`src/assert_macros.svh`:
```
// Assertion macros for the RTL that checks itself.
// No dependencies; include by bare file name.
`ifndef ASSERT_MACROS_SVH
`define ASSERT_MACROS_SVH

// Condition that must hold at every clock edge out of reset.
`define CHK_HOLDS(label, clk, rst_n, cond) \
    label: assert property (@(posedge clk) disable iff (!(rst_n)) (cond)) \
        else $error("%m: check failed");

// Temporal property checked at every clock edge out of reset.
`define CHK_PROP(label, clk, rst_n, prop) \
    label: assert property (@(posedge clk) disable iff (!(rst_n)) prop) \
        else $error("%m: check failed");

`endif

```
`src/ltxbp_pkg.sv`:
```
// Package for the legacy transaction boundary parser: beat types, phase codes
// and field length constants. No dependencies.
`timescale 1ns / 1ps

package ltxbp_pkg;

    localparam int COUNT_BITS = 32;
    localparam int ACC_BITS   = 64;

    localparam logic [7:0] CS_PREFIX_16 = 8'hfd;
    localparam logic [7:0] CS_PREFIX_32 = 8'hfe;

    localparam logic [3:0] CS_LEN_16 = 4'd2;
    localparam logic [3:0] CS_LEN_32 = 4'd4;
    localparam logic [3:0] CS_LEN_64 = 4'd8;

    localparam logic [5:0] VERSION_BYTES  = 6'd4;
    localparam logic [5:0] OUTPOINT_BYTES = 6'd36;
    localparam logic [5:0] SEQUENCE_BYTES = 6'd4;
    localparam logic [5:0] VALUE_BYTES    = 6'd8;
    localparam logic [5:0] LOCKTIME_BYTES = 6'd4;

    localparam logic [COUNT_BITS-1:0] COUNT_ONE = COUNT_BITS'(1);

    typedef enum logic [3:0] {
        PH_VERSION,
        PH_IN_COUNT,
        PH_OUTPOINT,
        PH_IN_SLEN,
        PH_IN_SCRIPT,
        PH_SEQUENCE,
        PH_OUT_COUNT,
        PH_VALUE,
        PH_OUT_SLEN,
        PH_OUT_SCRIPT,
        PH_LOCKTIME
    } phase_t;

    typedef enum logic [1:0] {
        ST_NONE,
        ST_DONE,
        ST_BAD
    } status_t;

    typedef struct packed {
        logic [7:0] data_byte;
        logic       last_byte;
    } in_beat_t;

    typedef struct packed {
        logic [31:0] tx_length;
        logic [31:0] input_count;
        logic [31:0] output_count;
        logic        malformed;
    } out_beat_t;

endpackage

```
`src/legacy_tx_boundary_parser_top.sv`:
```
// Legacy transaction boundary parser, top level.
// Depends on ltxbp_pkg and assert_macros.svh.
//
// Usage:
//   s_valid/s_ready/s_data carry one buffer byte per beat, with last_byte
//   set on the final byte of the buffer. m_valid/m_ready/m_data carry one
//   result beat per completed transaction (length, input and output counts),
//   or a malformed beat when the buffer ends mid-transaction or a
//   CompactSize value exceeds the count width.
//   Throughput: one byte per cycle unless stalled; every byte only advances
//   the parse counters and the CompactSize accumulator in a single pass.
//   Latency: the result beat is valid in the cycle after the byte that
//   completes or breaks the transaction.
//   Stall: while a result waits and m_ready is low, s_ready is low; with
//   m_ready high a new byte is taken in the same cycle the result leaves.
//   Reset: aresetn low (synchronous) clears the parse state to expect the
//   version bytes of a new transaction and drops any pending result.
//   After a result the parse state restarts at a new transaction.
`timescale 1ns / 1ps
`include "assert_macros.svh"

module legacy_tx_boundary_parser_top
    import ltxbp_pkg::*;
(
    input  logic      aclk,
    input  logic      aresetn,
    input  logic      s_valid,
    output logic      s_ready,
    input  in_beat_t  s_data,
    output logic      m_valid,
    input  logic      m_ready,
    output out_beat_t m_data
);

    phase_t                phase_reg,    phase_next;
    logic [5:0]            field_reg,    field_next;
    logic [ACC_BITS-1:0]   acc_reg,      acc_next;
    logic [3:0]            vleft_reg,    vleft_next;
    logic [2:0]            vpos_reg,     vpos_next;
    logic [COUNT_BITS-1:0] items_reg,    items_next;
    logic [COUNT_BITS-1:0] script_reg,   script_next;
    logic [31:0]           bytes_reg,    bytes_next;
    logic [COUNT_BITS-1:0] ins_reg,      ins_next;
    logic [COUNT_BITS-1:0] outs_reg,     outs_next;
    logic                  m_valid_reg,  m_valid_next;
    out_beat_t             m_data_reg,   m_data_next;

    status_t               status;
    logic                  accept;
    logic [ACC_BITS-1:0]   acc_merged;
    logic [ACC_BITS-1:0]   vvalue;
    logic [COUNT_BITS-1:0] vcount;
    logic                  vdone;
    logic                  vover;

    assign s_ready = !m_valid_reg || m_ready;
    assign accept  = s_valid && s_ready;
    assign m_valid = m_valid_reg;
    assign m_data  = m_data_reg;

    always_comb begin
        acc_merged = acc_reg;
        acc_merged[{vpos_reg, 3'b000} +: 8] = s_data.data_byte;
        vvalue = (vleft_reg == 4'd0) ? ACC_BITS'(s_data.data_byte) : acc_merged;
        vcount = vvalue[COUNT_BITS-1:0];
        vdone  = (vleft_reg == 4'd0) ? (s_data.data_byte < CS_PREFIX_16)
                                     : (vleft_reg == 4'd1);
        vover  = (vvalue >> COUNT_BITS) != '0;
    end

    // next state
    always_comb begin
        phase_next  = phase_reg;
        field_next  = field_reg;
        acc_next    = acc_reg;
        vleft_next  = vleft_reg;
        vpos_next   = vpos_reg;
        items_next  = items_reg;
        script_next = script_reg;
        ins_next    = ins_reg;
        outs_next   = outs_reg;
        bytes_next  = (bytes_reg == 32'hFFFF_FFFF) ? bytes_reg : bytes_reg + 32'd1;
        status      = ST_NONE;

        case (phase_reg)
            PH_IN_COUNT, PH_IN_SLEN, PH_OUT_COUNT, PH_OUT_SLEN: begin
                if (vleft_reg == 4'd0 && !vdone) begin
                    vleft_next = (s_data.data_byte == CS_PREFIX_16) ? CS_LEN_16 :
                                 (s_data.data_byte == CS_PREFIX_32) ? CS_LEN_32 :
                                 CS_LEN_64;
                    acc_next   = '0;
                    vpos_next  = 3'd0;
                end else begin
                    if (vleft_reg != 4'd0) begin
                        acc_next   = acc_merged;
                        vpos_next  = vpos_reg + 3'd1;
                        vleft_next = vleft_reg - 4'd1;
                    end
                    if (vdone) begin
                        if (vover) begin
                            status = ST_BAD;
                        end else begin
                            case (phase_reg)
                                PH_IN_COUNT: begin
                                    ins_next   = vcount;
                                    items_next = vcount;
                                    if (vcount == '0) begin
                                        phase_next = PH_OUT_COUNT;
                                    end else begin
                                        phase_next = PH_OUTPOINT;
                                        field_next = OUTPOINT_BYTES;
                                    end
                                end
                                PH_IN_SLEN: begin
                                    script_next = vcount;
                                    if (vcount == '0) begin
                                        phase_next = PH_SEQUENCE;
                                        field_next = SEQUENCE_BYTES;
                                    end else begin
                                        phase_next = PH_IN_SCRIPT;
                                    end
                                end
                                PH_OUT_COUNT: begin
                                    outs_next  = vcount;
                                    items_next = vcount;
                                    if (vcount == '0) begin
                                        phase_next = PH_LOCKTIME;
                                        field_next = LOCKTIME_BYTES;
                                    end else begin
                                        phase_next = PH_VALUE;
                                        field_next = VALUE_BYTES;
                                    end
                                end
                                default: begin
                                    script_next = vcount;
                                    if (vcount != '0) begin
                                        phase_next = PH_OUT_SCRIPT;
                                    end else begin
                                        items_next = items_reg - COUNT_ONE;
                                        if (items_reg == COUNT_ONE) begin
                                            phase_next = PH_LOCKTIME;
                                            field_next = LOCKTIME_BYTES;
                                        end else begin
                                            phase_next = PH_VALUE;
                                            field_next = VALUE_BYTES;
                                        end
                                    end
                                end
                            endcase
                        end
                    end
                end
            end
            PH_IN_SCRIPT: begin
                script_next = script_reg - COUNT_ONE;
                if (script_reg == COUNT_ONE) begin
                    phase_next = PH_SEQUENCE;
                    field_next = SEQUENCE_BYTES;
                end
            end
            PH_OUT_SCRIPT: begin
                script_next = script_reg - COUNT_ONE;
                if (script_reg == COUNT_ONE) begin
                    items_next = items_reg - COUNT_ONE;
                    if (items_reg == COUNT_ONE) begin
                        phase_next = PH_LOCKTIME;
                        field_next = LOCKTIME_BYTES;
                    end else begin
                        phase_next = PH_VALUE;
                        field_next = VALUE_BYTES;
                    end
                end
            end
            PH_VERSION, PH_OUTPOINT, PH_SEQUENCE, PH_VALUE, PH_LOCKTIME: begin
                field_next = field_reg - 6'd1;
                if (field_reg == 6'd1) begin
                    case (phase_reg)
                        PH_VERSION:  phase_next = PH_IN_COUNT;
                        PH_OUTPOINT: phase_next = PH_IN_SLEN;
                        PH_SEQUENCE: begin
                            items_next = items_reg - COUNT_ONE;
                            if (items_reg == COUNT_ONE) begin
                                phase_next = PH_OUT_COUNT;
                            end else begin
                                phase_next = PH_OUTPOINT;
                                field_next = OUTPOINT_BYTES;
                            end
                        end
                        PH_VALUE:    phase_next = PH_OUT_SLEN;
                        default:     status = ST_DONE;
                    endcase
                end
            end
            default: begin
                status = ST_BAD;
            end
        endcase

        if (status == ST_NONE && s_data.last_byte) begin
            status = ST_BAD;
        end

        // restart at a new transaction after any result
        if (status != ST_NONE) begin
            phase_next  = PH_VERSION;
            field_next  = VERSION_BYTES;
            acc_next    = '0;
            vleft_next  = 4'd0;
            vpos_next   = 3'd0;
            items_next  = '0;
            script_next = '0;
            bytes_next  = 32'd0;
            ins_next    = '0;
            outs_next   = '0;
        end
    end

    // result beat
    always_comb begin
        m_valid_next = m_valid_reg && !m_ready;
        m_data_next  = m_data_reg;
        if (accept && status != ST_NONE) begin
            m_valid_next = 1'b1;
            if (status == ST_DONE) begin
                m_data_next.tx_length    = bytes_next == 32'd0 ? bytes_reg + 32'd1
                                                               : bytes_reg + 32'd1;
                m_data_next.input_count  = 32'(ins_reg);
                m_data_next.output_count = 32'(outs_reg);
                m_data_next.malformed    = 1'b0;
            end else begin
                m_data_next.tx_length    = 32'd0;
                m_data_next.input_count  = 32'd0;
                m_data_next.output_count = 32'd0;
                m_data_next.malformed    = 1'b1;
            end
            if (bytes_reg == 32'hFFFF_FFFF && status == ST_DONE) begin
                m_data_next.tx_length = bytes_reg;
            end
        end
    end

    always_ff @(posedge aclk) begin
        if (!aresetn) begin
            phase_reg   <= PH_VERSION;
            field_reg   <= VERSION_BYTES;
            acc_reg     <= '0;
            vleft_reg   <= 4'd0;
            vpos_reg    <= 3'd0;
            items_reg   <= '0;
            script_reg  <= '0;
            bytes_reg   <= 32'd0;
            ins_reg     <= '0;
            outs_reg    <= '0;
            m_valid_reg <= 1'b0;
        end else begin
            m_valid_reg <= m_valid_next;
            if (accept) begin
                phase_reg  <= phase_next;
                field_reg  <= field_next;
                acc_reg    <= acc_next;
                vleft_reg  <= vleft_next;
                vpos_reg   <= vpos_next;
                items_reg  <= items_next;
                script_reg <= script_next;
                bytes_reg  <= bytes_next;
                ins_reg    <= ins_next;
                outs_reg   <= outs_next;
            end
        end
    end

    always_ff @(posedge aclk) begin
        m_data_reg <= m_data_next;
    end

    `CHK_HOLDS(a_bad_zero, aclk, aresetn,
        !(m_valid_reg && m_data_reg.malformed) || (m_data_reg.tx_length == 32'd0 &&
        m_data_reg.input_count == 32'd0 && m_data_reg.output_count == 32'd0))
    `CHK_HOLDS(a_done_min_len, aclk, aresetn,
        !(m_valid_reg && !m_data_reg.malformed) || (m_data_reg.tx_length >= 32'd10))
    `CHK_PROP(a_last_restarts, aclk, aresetn,
        (accept && s_data.last_byte) |=> (phase_reg == PH_VERSION &&
        field_reg == VERSION_BYTES && bytes_reg == 32'd0 && m_valid_reg))
    `CHK_HOLDS(a_vleft_phase, aclk, aresetn,
        (vleft_reg == 4'd0) || phase_reg == PH_IN_COUNT || phase_reg == PH_IN_SLEN ||
        phase_reg == PH_OUT_COUNT || phase_reg == PH_OUT_SLEN)

endmodule

```
`config.mk`:
```
export PLATFORM = sky130hd
export DESIGN_NAME = legacy_tx_boundary_parser_top
export DESIGN_NICKNAME = d
export VERILOG_FILES = /design/src/ltxbp_pkg.sv /design/src/legacy_tx_boundary_parser_top.sv
export VERILOG_INCLUDE_DIRS = /design/src /design/src/src
export SDC_FILE = /design/constraint.sdc
export NUM_CORES = 1
export LEC_CHECK = 0
export BUFFER_PORTS_ARGS = -buffer_cell sky130_fd_sc_hd__buf_4
export CAP_MARGIN = 10
export CORE_ASPECT_RATIO = 0.5
export CORE_MARGIN = 2
export CORE_UTILIZATION = 55
export CTS_CLUSTER_SIZE = 16
export DETAILED_ROUTE_END_ITERATION = 6
export PLACE_DENSITY = 0.88
export SLEW_MARGIN = 0
export SYNTH_ARGS = -nofsm -noshare
export SYNTH_HDL_FRONTEND = slang
export SYNTH_SLANG_ARGS = --single-unit
```
`constraint.sdc`:
```
create_clock -name aclk -period 5.6 [get_ports aclk]
set_input_delay 0.56 -clock aclk [delete_from_list [all_inputs] [get_ports aclk]]
set_output_delay 0.56 -clock aclk [all_outputs]
set_load 0.02 [all_outputs]
```
# == Word level (Yosys, flattened, before mapping) ==
# Index checks and enable logic that the tools add are counted.
# op_classes
div_mod_pow,0
n_mul,0
magnitude_cmp,1
n_eq_ne,35
n_mux,89
n_reduce_logical,39
add_sub_neg,7
n_bitwise,0
shift,2
# ops
cell,count
2-to-1 mux 32 bit,28
2-to-1 mux 64 bit,5
case mux 32 bit (2 select lines),2
2-to-1 mux 97 bit,1
case mux 32 bit (3 select lines),1
2-to-1 mux 4 bit,18
2-to-1 mux 6 bit,12
bitwise mux 64 bit,1
"== test 32 x 1 -> 1 bit, second input constant",2
nonzero test 64 bit,1
"variable shift 8 x 8 -> 64 bit, first input constant",1
indexed part select 8 x 8 -> 64 bit,1
"subtractor 32 x 1 -> 32 bit, second input constant",2
"adder 32 x 1 -> 32 bit, second input constant",1
"== test 32 bit, second input constant",1
zero test 32 bit,1
case mux 4 bit (4 select lines),2
nonzero test 32 bit,1
"inequality test 3 bit, second input constant",9
case mux 6 bit (4 select lines),1
AND reduction 10 bit,2
2-to-1 mux 3 bit,6
case mux 6 bit (3 select lines),1
AND reduction 6 bit,3
35 further kinds,70
# totals
mem_count,0
mem_bits_rw,0
input_bits,13
latch_bits,0
rom_bits,0
out_inout_bits,99
ff_bits,339
wordCells,188

# == Longest topological paths before layout ==
# Gate-level depths: netlist of run 1.
# depth
ltp_word,15
ltp_mapped,17

# == Worst setup path after synthesis of run 1 ==
# Ideal clock, no wire load.
# synth_path
path_kind,register -> register
from,reg vpos_reg[0]
to,reg items_reg[13]
n_path_buf,4
path_slack_ns,-0.115
setup_ns,0.117
stages_incl_launch_ff,17
required_time_ns,5.483
arrival_ns,5.598
cell_sequence,dfxtp_1 > clkbuf_1 > inv_1 > ha_1 > ha_1 > clkbuf_1 > nor3b_1 > o41ai_1 > mux2i_1 > nor3_1 > a31oi_1 > buf_2 > clkbuf_1 > nand2_1 > inv_1 > a211oi_1 > a31o_2
# synth_between
elab_chain_len,15
elab_cells_between_ends,31
cone_classes,1 x add/sub; 8 x eq/ne; 2 x shift; 13 x mux; 7 x reduce/logical
# synth_lines
element,line_no,source
start: declaration,legacy_tx_boundary_parser_top.sv:39,"logic [2:0] vpos_reg, vpos_next;"
start signal: assignment,legacy_tx_boundary_parser_top.sv:262,vpos_reg <= vpos_next;
negation 6 -> 8 bit (*),legacy_tx_boundary_parser_top.sv:63,"acc_merged[{vpos_reg, 3'b000} +: 8] = s_data.data_byte;"
indexed part select 8 x 8 -> 64 bit / variable shift 8 x 8 -> 64 bit (equally long branches),legacy_tx_boundary_parser_top.sv:63,
bitwise mux 64 bit (*),legacy_tx_boundary_parser_top.sv:63,
2-to-1 mux 64 bit (*),legacy_tx_boundary_parser_top.sv:64,vvalue = (vleft_reg == 4'd0) ? ACC_BITS'(s_data.data_byte) : acc_merged;
nonzero test 64 bit,legacy_tx_boundary_parser_top.sv:68,vover = (vvalue >> COUNT_BITS) != '0;
2-to-1 mux 2 bit,legacy_tx_boundary_parser_top.sv:100,if (vover) begin
2-to-1 mux 2 bit,legacy_tx_boundary_parser_top.sv:99,if (vdone) begin
2-to-1 mux 2 bit,legacy_tx_boundary_parser_top.sv:87,if (vleft_reg == 4'd0 && !vdone) begin
case mux 2 bit (3 select lines),legacy_tx_boundary_parser_top.sv:85,case (phase_reg)
zero test 2 bit,legacy_tx_boundary_parser_top.sv:199,if (status == ST_NONE && s_data.last_byte) begin
logical AND 1 bit,legacy_tx_boundary_parser_top.sv:199,
2-to-1 mux 2 bit,legacy_tx_boundary_parser_top.sv:199,
nonzero test 2 bit,legacy_tx_boundary_parser_top.sv:204,if (status != ST_NONE) begin
"inequality test 4 bit (no source line), or another cell as far along",--,
AND reduction 10 bit (no source line),--,
end signal: assignment,legacy_tx_boundary_parser_top.sv:263,items_reg <= items_next;
end: declaration,legacy_tx_boundary_parser_top.sv:40,"logic [COUNT_BITS-1:0] items_reg, items_next;"
# Mark *: on every way between the ends. The rest lies on a longest branch, timed or not. The select of a mux whose other input is x is not followed.
# A chain may end at the register's enable or synchronous reset.

# == Worst setup path after layout of run 1 ==
# layout_path
from,reg vpos_reg[0]
to,reg items_reg[12]
# The elaborated chain is that of the path after synthesis.

==> reports/summary.log, run 1 <==
INFO  synth          compound_cell_area_share_of_the_yosys_netlist=0.189
INFO  global_route   globalRouteOverflowTotal=0
INFO  floorplanning  die_width=252um
INFO  final_layout   final_nets=1,930
INFO  synth          post_synth_xor_area_fraction=0.0268
INFO  synth          synthCells=1,876
INFO  clock_tree     post-cts-setup-buffers=0
INFO  worst_setup_path crit_path_max_fanout=52
INFO  floorplanning  std_cell_rows=45
INFO  worst_setup_path slowest_delay=0.72ns
INFO  synth          synth_top_area_cell=dfxtp_1
INFO  clock_tree     tritoncts_clock_tree=done
INFO  sta            maxClockFrequency=201MHz
INFO  synth          post_synth_main_area_contributors=dfxtp_1, edfxtp_1, mux2i_1
INFO  worst_setup_path critical_path_required=6.10ns
INFO  worst_setup_path worstSetupPathType=reg2reg
INFO  status         outcome=complete, no violations
INFO  detailed_routing drt_iter0_drc=1,807
INFO  floorplanning  pin_count=112
INFO  synth          synth_area=0.0170mm^2
INFO  placed_design  placed_wire_length_estimate_after_detailed_placement=29,000um
INFO  power_and_ir_drop vdd_ir_drop_max=0.208mV
INFO  global_route   grt_first_pass_wirelength=70,200um
INFO  clock_tree     ctsLongestPathBuffers=3
INFO  clock_tree     postCtsResizedCells=0
INFO  final_layout   post_route_cells_drive_above_1_share=0.124
INFO  sta            setup_viol=0
INFO  synth          yosys.area.top_type_share=0.286
INFO  synth          yosys_warnings=0
INFO  clock_tree     path_clk_slew=0.07ns
INFO  detailed_routing drc=0
INFO  clock_tree     clk_latency=0.57ns
INFO  synth          yosysUniqueCellTypes=80
INFO  synth          synth.ff_latch_count=339
INFO  synth          ys.flop_type=dfxtp_1
INFO  placed_design  routabilityCongestion=0.960
INFO  sta            hold_viol=0
INFO  detailed_routing vias=15,000
INFO  synth          synthMostInstantiatedCell=dfxtp_1
INFO  synth          yosysSeqAreaShare=0.457
INFO  clock_tree     cts-hold-fix-buffers=0
INFO  sta            finalMaxSlewViolations=0
INFO  floorplanning  core_area=0.0303mm^2
INFO  detailed_routing drt-total-wl=44,800um
INFO  synth          synth-simple-area-share=0.226
INFO  worst_setup_path endpoint_kind=flop
INFO  sta            tightest_slew=1.08ns
INFO  worst_setup_path slowest_stage_cell_cp=dfxtp_1
INFO  synth          synth_edf_count=97
INFO  sta            layout_worst_path_cycle_share=0.886
INFO  worst_setup_path critical_path.cell_chain=inv_1 > ha_1 > ha_1 > o311a_1 > mux2i_1 > a21oi_1 > or4b_4 > or4_4 > a31o_4 > or4_1 > a21oi_1
INFO  worst_setup_path critPathLaunchType=flop
INFO  final_layout   largest_reg_flops=97
INFO  min_path       min-delay-path-class=in2reg
INFO  global_route   grt_max_degree=100
INFO  synth          ys_async_sr_fraction=0
INFO  global_route   grt_usage=0.267
INFO  global_route   antenna_violations_before_repair=0
INFO  final_layout   area_delta_synth_final=12.3%
INFO  global_route   grt_pass1_vias=13,500
INFO  sta            fin_skew=0.0156ns
INFO  detailed_routing drtAntennaViolNets=0
INFO  sta            final_period_minus_worst_setup_slack=4.96ns
INFO  sta            timing.max_slew.rel_slack=0.278
INFO  synth          post_synth_fa_ha_maj_area_fraction=0.0111
INFO  clock_tree     root_buffer=clkbuf_16
INFO  clock_tree     cts_made_buffers=31
INFO  detailed_routing first_pass_iters=6
INFO  power_and_ir_drop total_power=0.00612W
INFO  floorplanning  die_height=128um
INFO  synth          post_synth_most_frequent_cells=dfxtp_1, nor2_1, a21oi_1
INFO  job            max_cap_violations=0
INFO  detailed_routing avgRoutedWirePerCell=19.3um
INFO  sta            rsz0062_at_grt=no
INFO  synth          synth_nets=1,904
INFO  placed_design  io_buffer_count=111
INFO  power_and_ir_drop power.leakage=7.11nW
INFO  clock_tree     cts_h_tree_lvls=1
INFO  clock_tree     tritoncts_num_sinks=339
INFO  floorplanning  start_util=0.559
INFO  floorplanning  design.die.area=0.0323mm^2
INFO  sta            fin_setup_tns=0ns
INFO  synth          postSynthAreaPerCell=9.04um^2
INFO  detailed_routing vias_per_cell=6.45
INFO  synth          synth_top_family_by_area=simple AND/OR/NAND/NOR gates
INFO  synth          synth.area.mux_share=0.0504
INFO  power_and_ir_drop p_per_cell_area=322mW/mm^2
INFO  worst_setup_path crit_arrival=5.46ns
cell type report:
class / instances / area [um^2]
repair buffers: 139 / 1060
well taps: 399 / 499
multi-input cells: 1370 / 8580
fillers: 2335 / 11300
diodes: 1 / 2.50
flip-flops and latches: 339 / 7760
clock buffers: 41 / 865
clock inverters: 16 / 196
inverters: 21 / 85.1
final timing paths:
path                            cells after the start             to   startpoint  slack [ns]
worst min-delay path                                3        m_valid      m_ready        0.31
worst max-delay path                               11  items_reg[12]  vpos_reg[0]        0.64
worst max register to register                     11  items_reg[12]  vpos_reg[0]        0.64
worst min register to register                      1    acc_reg[59]  acc_reg[59]        0.45
critical path: cells and delay by family (launching register included):
kind	cells	cell delay (ns)
and+or+nand+nor	3	1.65
AOI/OAI and AO/OA	4	1.25
adders and majority gates	2	0.73
DFF	1	0.72
muxes	1	0.32
buffers and inverters	1	0.19
cells by family (layout without fill, tap and decap cells):
group / Yosys count / in the layout
fa+ha+maj: 15 / 15
xor+xnor: 52 / 52
simple gates: 760 / 760
flops: 339 / 339
buf+inv: 167 / 217
mux: 85 / 85
other cells: 0 / 1
compound gates: 458 / 458
per-layer routing:
metal | vias to the layer above | wire length, um | GRT usage
met5 | - | 0 | 0
met4 | 0 | 1660 | 0.104
met3 | 153 | 4620 | 0.0566
met2 | 834 | 19900 | 0.424
met1 | 7068 | 18600 | 0.359
li1 | 6958 | - | -
cell usage in the layout (no fill, tap or decap), drive strengths merged, types with 27 or more instances in the layout:
master  instances
buf           139
clkbuf         41
o21ai          56
and3           34
mux2i          82
nor4           27
nor3           70
dfxtp         242
and2           89
or3            31
nand3          58
nor2          217
a32o           37
nand2         140
edfxtp         97
a21oi         158
power by group:
part           leakage [nW]  internal, W  switching [W]  total, W
clock network         0.522      0.00127       0.000941   0.00221
registers              2.86      0.00258      0.0000758   0.00266
logic                  3.73     0.000446       0.000802   0.00125
stage by stage:
stage,worst slack [ns],hold WS [ns],cells,instance area [um^2],utilization
2_1_floorplan,0.795,0.424,1876,17000,-
3_3_place_gp,0.934,0.441,2268,18000,0.592
3_5_place_dp,0.811,0.444,2268,18000,0.592
4_1_cts,0.757,0.292,2325,19000,0.627
5_1_grt,0.399,0.345,2325,19000,0.627
6_report,0.636,0.311,2326,19000,0.627
(Power assumes the default switching activity.)
==> run 2, diff against run 1 <==
--- a/config.mk
+++ b/config.mk
@@ -10,10 +10,10 @@
 export CAP_MARGIN = 10
 export CORE_ASPECT_RATIO = 0.5
 export CORE_MARGIN = 2
-export CORE_UTILIZATION = 55
+export CORE_UTILIZATION = 29
 export CTS_CLUSTER_SIZE = 16
 export DETAILED_ROUTE_END_ITERATION = 6
-export PLACE_DENSITY = 0.88
+export PLACE_DENSITY = 0.58
 export SLEW_MARGIN = 0
 export SYNTH_ARGS = -nofsm -noshare
 export SYNTH_HDL_FRONTEND = slang
==> run 2 against run 1 <==
Worst setup slack better by 0.14 ns. First-iteration DRC count decreased by 27%. Critical path type unchanged. Via count down 3.6%.
==> reports/summary.log, run 2 (synthesized netlist as in run 1, its figures left out) <==
INFO  status         outcome=complete, no violations [unchanged]
INFO  placed_design  routabilityCongestion=0.879 [was 0.960]
INFO  clock_tree     postCtsResizedCells=0 [unchanged]
INFO  sta            timing.max_slew.rel_slack=0.234 [was 0.278]
INFO  worst_setup_path rr_startpoint=vpos_reg[0] [unchanged]
INFO  clock_tree     tritoncts_clock_tree=done [unchanged]
INFO  detailed_routing vias_per_cell=5.35 [was 6.45]
INFO  sta            tightest_slew=1.13ns [was 1.08 ns]
INFO  detailed_routing drtAntennaViolNets=0 [unchanged]
INFO  clock_tree     post-cts-setup-buffers=0 [unchanged]
INFO  floorplanning  core_area=0.0576mm^2 [was 0.0303 mm^2]
INFO  placed_design  dpl.cell_count=2,643 [was 2,268]
INFO  worst_setup_path slowest_delay=0.70ns [was 0.72 ns]
INFO  sta            rsz0062_at_grt=no [unchanged]
INFO  detailed_routing avgRoutedWirePerCell=18.9um [was 19.3 um]
INFO  worst_setup_path crit_start=vpos_reg[0] [unchanged]
INFO  global_route   globalRouteOverflowTotal=0 [unchanged]
INFO  floorplanning  pin_count=112 [unchanged]
INFO  final_layout   final_nets=1,940 [was 1,930]
INFO  global_route   antenna_violations_before_repair=0 [unchanged]
INFO  worst_setup_path reg2reg_setup_slack=0.77ns [was 0.64 ns]
INFO  final_layout   stdcell_count=2,705 [was 2,326]
INFO  clock_tree     cts_made_buffers=35 [was 31]
INFO  detailed_routing drt_iter0_drc=1,324 [was 1,807]
INFO  placed_design  io_buffer_count=111 [unchanged]
INFO  sta            hold_viol=0 [unchanged]
INFO  clock_tree     tritoncts_num_sinks=339 [unchanged]
INFO  sta            setup_viol=0 [unchanged]
INFO  floorplanning  design.die.area=0.0606mm^2 [was 0.0323 mm^2]
INFO  global_route   grt_pass1_vias=13,700 [was 13,500]
INFO  clock_tree     cts-hold-fix-buffers=0 [unchanged]
INFO  power_and_ir_drop vdd_ir_drop_max=0.169mV [was 0.208 mV]
INFO  floorplanning  std_cell_rows=62 [was 45]
INFO  sta            final_period_minus_worst_setup_slack=4.83ns [was 4.96 ns]
INFO  power_and_ir_drop p_per_cell_area=317mW/mm^2 [was 322 mW/mm^2]
INFO  worst_setup_path setup.worst_path.end=items_reg[12] [unchanged]
INFO  detailed_routing drt-total-wl=51,200um [was 44,800 um]
INFO  final_layout   fillerInstances=5,924 [was 2,335]
INFO  job            max_cap_violations=0 [unchanged]
INFO  worst_setup_path crit_arrival=5.29ns [was 5.46 ns]
INFO  worst_setup_path ff_to_ff_end=items_reg[12] [unchanged]
INFO  final_layout   multiInputGateArea=0.00858mm^2 [about the same]
INFO  floorplanning  die_height=175um [was 128 um]
INFO  worst_setup_path worstSetupPathType=reg2reg [unchanged]
INFO  sta            hold_ws=0.361ns [was 0.311 ns]
INFO  power_and_ir_drop total_power=0.00622W [was 0.00612 W]
INFO  worst_setup_path cpLargestDelayFamily=simple AND/OR/NAND/NOR gates [unchanged]
INFO  detailed_routing drc=0 [unchanged]
INFO  floorplanning  start_util=0.295 [was 0.559]
INFO  worst_setup_path path_depth=11 [unchanged]
INFO  worst_setup_path critical_path.cell_chain=inv_1 > ha_1 > ha_1 > o311a_1 > mux2i_1 > a21oi_1 > or4b_4 > or4_4 > a31o_4 > or4_1 > a21oi_1 [unchanged]
INFO  global_route   grt_max_degree=71 [was 100]
INFO  floorplanning  die_width=346um [was 252 um]
INFO  worst_setup_path crit_path_max_fanout=52 [unchanged]
INFO  global_route   grt_usage=0.163 [was 0.267]
INFO  sta            finalMaxSlewViolations=0 [unchanged]
INFO  power_and_ir_drop power.leakage=7.16nW [was 7.11 nW]
INFO  clock_tree     root_buffer=clkbuf_16 [unchanged]
INFO  detailed_routing vias=14,500 [was 15,000]
INFO  final_layout   post_route_cells_drive_above_1_share=0.126 [was 0.124]
INFO  final_layout   num_antenna_cells=0 [was 1]
INFO  worst_setup_path rr_worst_depth=11 [unchanged]
INFO  clock_tree     cts_h_tree_lvls=2 [was 1]
INFO  clock_tree     ctsLongestPathBuffers=3 [unchanged]
INFO  clock_tree     path_clk_slew=0.06ns [was 0.07 ns]
INFO  placed_design  placed_wire_length_estimate_after_detailed_placement=34,500um [was 29,000 um]
INFO  final_layout   area.sequential=0.00776mm^2 [unchanged]
INFO  worst_setup_path critPathLaunchType=flop [unchanged]
INFO  final_layout   util_after_layout=0.341 [was 0.627]
INFO  final_layout   largest_reg_flops=97 [unchanged]
INFO  worst_setup_path crit_buf_inv=1 [unchanged]
INFO  global_route   grt_first_pass_wirelength=79,400um [was 70,200 um]
INFO  final_layout   final_cell_mix=dfxtp_1, nor2_1, a21oi_1 [unchanged]
INFO  worst_setup_path critical_path_required=6.07ns [was 6.10 ns]
INFO  sta            fin_skew=0.0253ns [was 0.0156 ns]
INFO  final_layout   area_delta_synth_final=15.6% [was 12.3%]
INFO  worst_setup_path endpoint_kind=flop [unchanged]
INFO  detailed_routing first_pass_iters=5 [was 6]
INFO  min_path       min-delay-path-class=in2reg [unchanged]
INFO  sta            maxClockFrequency=207MHz [was 201 MHz]
INFO  worst_setup_path slowest_stage_cell_cp=dfxtp_1 [unchanged]
INFO  sta            layout_worst_path_cycle_share=0.862 [was 0.886]
INFO  clock_tree     clk_latency=0.54ns [was 0.57 ns]
INFO  sta            fin_setup_tns=0ns [unchanged]
INFO  final_layout   layout_commonest_cell=dfxtp_1 [unchanged]
==> run 2: cell types whose count changed in the layout (fill, tap and decap cells not counted), moves of 2 or more <==
| cell | change |
|---|---|
| buf_12 | +2 |
| buf_4 | +4 |
| bufinv_16 | -2 |
| clkbuf_1 | +4 |
| clkbuf_16 | +3 |
==> run 2: how the worst min path moves through the flow <==
stage | from | end | cells after the start
2_1_floorplan | acc_reg[58] | acc_reg[58] | 1
3_3_place_gp | acc_reg[63] | acc_reg[63] | 2
3_5_place_dp | acc_reg[60] | acc_reg[60] | 1
4_1_cts | m_ready | m_valid | 3
5_1_grt | m_ready | m_valid | 3
6_report | m_ready | m_valid | 3
==> run 2: layout make-up <==
cell class | count | area share
clock buffers | 48 | 0.0487
clock inverters | 14 | 0.00721
inverters | 21 | 0.00434
multi-input cells | 1370 | 0.438
flip-flops and latches | 339 | 0.396
well taps | 768 | 0.0490
repair buffers | 145 | 0.0574
==> run 2: worst reg2reg max path, delay by kind of cell (launching register included) <==
kind | cells | cell delay (ns)
AOI/OAI and AO/OA | 4 | 1.21
adders and majority gates | 2 | 0.73
buffers and inverters | 1 | 0.19
DFF | 1 | 0.70
muxes | 1 | 0.31
and+or+nand+nor | 3 | 1.62
==> run 2: where the power goes <==
group          switching, W  internal (W)  leakage [nW]
sequential        0.0000782       0.00259          2.86
clock              0.000994       0.00129         0.535
combinational      0.000819      0.000449          3.77
total               0.00189       0.00433          7.16
==> run 2: per-layer routing <==
metal | track usage | part of all wire
met1 | 0.221 | 0.45
met2 | 0.258 | 0.45
met3 | 0.0344 | 0.062
met4 | 0.0584 | 0.032
met5 | 0 | 0
==> run 2: per-stage QoR <==
step,worst slack (ns),area [um^2]
after floorplan,0.795,17000
after global placement,0.911,18500
after detailed placement,0.841,18500
after CTS,0.813,19600
after global routing,0.334,19600
final,0.772,19600
